<file path="config.mk">
export PLATFORM = sky130hd
export DESIGN_NAME = tccw_ctrl
export DESIGN_NICKNAME = d
export VERILOG_FILES = /design/src/rtl/core/tccw_pkg.sv /design/src/rtl/core/tccw_ctrl.sv
export SDC_FILE = /design/constraint.sdc
export NUM_CORES = 1
export LEC_CHECK = 0
export ABC_AREA = 1
export BUFFER_PORTS_ARGS = -buffer_cell sky130_fd_sc_hd__buf_2
export CORE_AREA = 2 2 39 41
export DETAILED_ROUTE_END_ITERATION = 6
export DIE_AREA = 0 0 41 43
export GPL_TIMING_DRIVEN = 0
export HOLD_SLACK_MARGIN = 0.05
export PLACE_DENSITY = 0.44
export SLEW_MARGIN = 0
export SYNTH_ARGS = -nofsm -noshare
export SYNTH_HDL_FRONTEND = slang
export SYNTH_SLANG_ARGS = --single-unit
</file>
<file path="constraint.sdc">
create_clock -name clk -period 2.54 [get_ports clk]
set_input_delay 0.127 -clock clk [delete_from_list [all_inputs] [get_ports clk]]
set_output_delay 0.127 -clock clk [all_outputs]
set_load 0.01 [all_outputs]
</file>
<file path="src/rtl/core/tccw_pkg.sv">
// ----------------------------------------------------------------------------
// Text console character writer package
// Geometry, field widths, codes and the controller/datapath interface types.
// ----------------------------------------------------------------------------
package tccw_pkg;

  localparam int TERMINALS = 4;
  localparam int COLUMNS   = 80;
  localparam int ROWS      = 25;
  localparam int CELLS     = COLUMNS * ROWS;
  localparam int DEPTH     = TERMINALS * CELLS;
  localparam int ADDR_W    = $clog2(DEPTH);
  localparam int TIDX_W    = (TERMINALS > 1) ? $clog2(TERMINALS) : 1;
  localparam int SCNT_W    = $clog2(COLUMNS);

  localparam int OP_W    = 1;
  localparam int TERM_W  = 2;
  localparam int GLYPH_W = 8;
  localparam int IDX_W   = 11;
  localparam int COL_W   = 7;
  localparam int ROW_W   = 5;
  localparam int LIN_W   = 11;
  localparam int ATTR_W  = 8;
  localparam int CELL_W  = 16;

  localparam logic [CELL_W-1:0]  BLANK_CELL   = 16'h0720;
  localparam logic [ATTR_W-1:0]  ATTR_RESET   = 8'h07;
  localparam logic [GLYPH_W-1:0] NEWLINE_CODE = 8'd10;
  localparam logic [GLYPH_W-1:0] RETURN_CODE  = 8'd13;
  localparam logic [OP_W-1:0]    OP_PUT       = 1'b0;
  localparam logic [OP_W-1:0]    OP_READ      = 1'b1;

  typedef enum logic [2:0] {
    ST_INIT,
    ST_IDLE,
    ST_ADDR,
    ST_EXEC,
    ST_SCROLL,
    ST_FORM
  } state_t;

  typedef struct packed {
    logic init_wr;
    logic load;
    logic addr;
    logic do_rd;
    logic do_put;
    logic do_nl;
    logic scroll_clr;
    logic form;
  } cmd_t;

  typedef struct packed {
    logic init_last;
    logic bad_term;
    logic is_read;
    logic is_nl;
    logic need_scroll;
    logic scroll_last;
  } status_t;

endpackage

</file>
<file path="src/rtl/core/tccw_ctrl.sv">
// ----------------------------------------------------------------------------
// Text console controller
// Sequences the clear sweep, item decode, cell access, scroll and result beat.
// ----------------------------------------------------------------------------
module tccw_ctrl
  import tccw_pkg::*;
(
  input  logic    clk,
  input  logic    rst,
  input  logic    start,
  input  status_t status,
  output cmd_t    cmd,
  output logic    busy
);

  state_t state;
  state_t state_next;

  always_ff @(posedge clk) begin
    if (rst) begin
      state <= ST_INIT;
    end else begin
      state <= state_next;
    end
  end

  always_comb begin
    state_next = state;
    cmd        = '0;
    busy       = 1'b1;
    case (state)
      ST_INIT: begin
        cmd.init_wr = 1'b1;
        if (status.init_last) begin
          state_next = ST_IDLE;
        end
      end
      ST_IDLE: begin
        busy = 1'b0;
        if (start) begin
          cmd.load   = 1'b1;
          state_next = ST_ADDR;
        end
      end
      ST_ADDR: begin
        cmd.addr   = 1'b1;
        state_next = ST_EXEC;
      end
      ST_EXEC: begin
        state_next = ST_FORM;
        if (status.bad_term) begin
          state_next = ST_FORM;
        end else if (status.is_read) begin
          cmd.do_rd = 1'b1;
        end else begin
          // newline and glyph both move the cursor; a wrap off the bottom scrolls
          if (status.is_nl) begin
            cmd.do_nl = 1'b1;
          end else begin
            cmd.do_put = 1'b1;
          end
          if (status.need_scroll) begin
            state_next = ST_SCROLL;
          end
        end
      end
      ST_SCROLL: begin
        cmd.scroll_clr = 1'b1;
        if (status.scroll_last) begin
          state_next = ST_FORM;
        end
      end
      ST_FORM: begin
        cmd.form   = 1'b1;
        state_next = ST_IDLE;
      end
      default: begin
        state_next = ST_IDLE;
      end
    endcase
  end

endmodule

</file>
==> impl_metrics.py <==
metrics = {
    "global_routing": {
        "overflow": 0,
        "grt_first_pass_wirelength_um": 1021,
        "antenna_found_initial": 0,
        "grt.total_usage_pct": 8.526,
        "first_global_vias": 277,
        "grt_max_degree": 7,
    },
    "drt": {
        "vias": 302,
        "dr.pass1.iters": 3,
        "wl_um": 592,
        "dr.first_iter.drc_count": 2,
        "drcViolationCount": 0,
        "ant_nets": 0,
        "wire_per_inst_um": 7.494,
        "vias_per_cell": 3.823,
    },
    "die": {
        "fp.dieArea_um2": 1763,
        "coreArea_um2": 1384,
        "initial_core_util_pct": 18.81,
        "rows": 14,
        "ios": 18,
        "die_h_um": 43,
        "dieWidth_um": 41,
    },
    "final_layout": {
        "final_common_cell": "buf_2",
        "diodes": 0,
        "multi_input_area_um2": 162.7,
        "area_growth_pct": 50.48,
        "final_cell_mix": "buf_2, nor2_1, inv_1, nand2_1",
        "top_register": "state",
        "drive_above_1_share_pct": 53.97,
        "regArea_um2": 60.06,
        "reg.largest.list": "state (3)",
        "design.final.nets": 73,
        "num-fill-cells": 154,
        "largest_reg_flops": 3,
    },
    "setup_path": {
        "reg2reg_depth": 5,
        "cp_max_fo": 4,
        "worst-endpoint-required_ns": 2.41,
        "startpoint_type": "register",
        "worstSetupPathType": "reg -> out",
        "cp.arrival_ns": 1.16,
        "end_kind": "primary output",
    },
    "yosys": {
        "netlist_area_um2": 260.3,
        "synthDominantCellAreaShare_pct": 23.08,
        "synth_cells": 42,
        "synth_nets": 51,
        "synth.top_cells.by_area": "dfxtp_1, nor2_1, nor2_2, inv_1, nand2_1",
        "synth-seq-cells": 3,
        "avgSynthCellArea_um2": 6.196,
        "ys_types": 14,
        "synth_area_leader_cell": "dfxtp_1",
        "synth_edf_count": 0,
        "synth-main-ff-cell": "dfxtp_1",
        "ys_async_sr_fraction_pct": 0,
        "yosysWarnings": 0,
        "ys_seq_area_share_pct": 23.08,
    },
    "place": {
        "dp_slack_ns": 1.482,
        "hpwl_um": 512.3,
        "gp_congestion": 0.6761,
        "port_buffers": 17,
    },
    "clock_tree": {
        "cts_resized": 0,
        "root_buffer": "clkbuf_4",
        "cts_sinks": 3,
        "ctsHoldBuffers": 0,
        "htreeDepth": 1,
        "clkSlewWorstSetupHoldPaths_ns": 0.04,
        "worstSkewPairLatency_ns": 0.23,
        "cts_setup_buffers": 0,
        "cts_tree": "built",
        "clk_path_buf_depth": 2,
        "numCtsBuffers": 3,
    },
    "pwr": {
        "powerDensity_nw_per_um2": 545.2,
        "ir_drop_uv": 259.0,
        "leakagePower_nw": 0.2187,
    },
    "run": {
        "maxCapViolations": 0,
    },
    "hold_path": {
        "worstHoldPathCells": 2,
        "hp-class": "in -> reg",
    },
    "timing": {
        "slew_violations": 0,
        "setup_viol": 0,
        "post-route-min-period_ns": 1.292,
        "post-route-period-util_pct": 50.85,
        "worst_pin_slew_ns": 0.2426,
        "tns_ns": 0,
        "maxSlewHeadroom_pct": 83.81,
        "fmax_ghz": 0.7742,
        "setup_ws_ns": 1.248,
        "finClkSkew_ns": 0.001138,
        "rsz0062_at_grt": "false",
        "hold_violations": 0,
    },
    "outcome": {
        "status": "finished, final reports clean",
    },
}
[per-stage QoR]
| stage | instance area, um^2 | hold WS [ns] | utilization, % | total power [W] | cells |
|---|---|---|---|---|---|
| final | 391.6 | 0.08786 | 28.30 | 0.0002135 | 79 |
| after global routing | 391.6 | 0.08516 | 28.30 | 0.0002352 | 79 |
| after CTS | 391.6 | 0.07971 | 28.30 | 0.0002198 | 79 |
| after detailed placement | 365.4 | 0.3305 | 26.40 | 0.0001315 | 75 |
| after global placement | 365.4 | 0.3276 | 26.40 | 0.0001312 | 75 |
| after floorplan | 260.3 | 0.1967 | - | 0.0001079 | 42 |
[path summary, 6_finish.rpt]
check | start | end | slack [ns]
worst max-delay path | state[0] | cmd[4] | 1.25
worst max register to register | state[1] | state[0] | 1.56
worst min-delay path | rst | state[1] | 0.09
worst min register to register | state[0] | state[0] | 0.66
[critical path: stages (launching register included)]
cell and delay, ns:
dfxtp_1 0.35, inv_2 0.07, nor2_4 0.13, nand2_2 0.09
inv_2 0.06, nand2_1 0.04, nor2_1 0.07, buf_2 0.13
[metal layers]
layer  routed length (um)  global-route usage, %  vias to the layer above
met2                  245                  10.63                       14
met4                    0                  2.000                        0
li1                     -                      -                      169
met5                    0                      0                        -
met1                  286                  12.50                      119
met3                   60                  4.712                        0
[cell families after synthesis]
| kind of cell | Yosys count | synth area share [%] |
|---|---|---|
| flip-flops | 3 | 23.08 |
| buffers and inverters | 10 | 14.42 |
| AND/OR/NAND/NOR | 29 | 62.50 |
[final cells by class]
cell class | count | share of cell area, %
Clock buffer | 4 | 6.709
Inverter | 10 | 9.585
Multi-Input combinational cell | 29 | 41.53
Sequential cell | 3 | 15.34
Tap cell | 16 | 5.112
Timing Repair Buffer | 17 | 21.73
[where the power goes]
part,internal (W),switching [W]
combinational,0.0000286,0.0000423
sequential,0.0000522,0.00000625
clock,0.0000589,0.0000253
total,0.000140,0.0000738
[cell usage after synthesis (2+ instances only)]
cell type,number
nand2_2,2
nor2_1,7
inv_1,6
nand2_1,6
nor2_2,4
dfxtp_1,3
inv_2,4
nand3_1,4
Power figures use the tool's default switching activity.
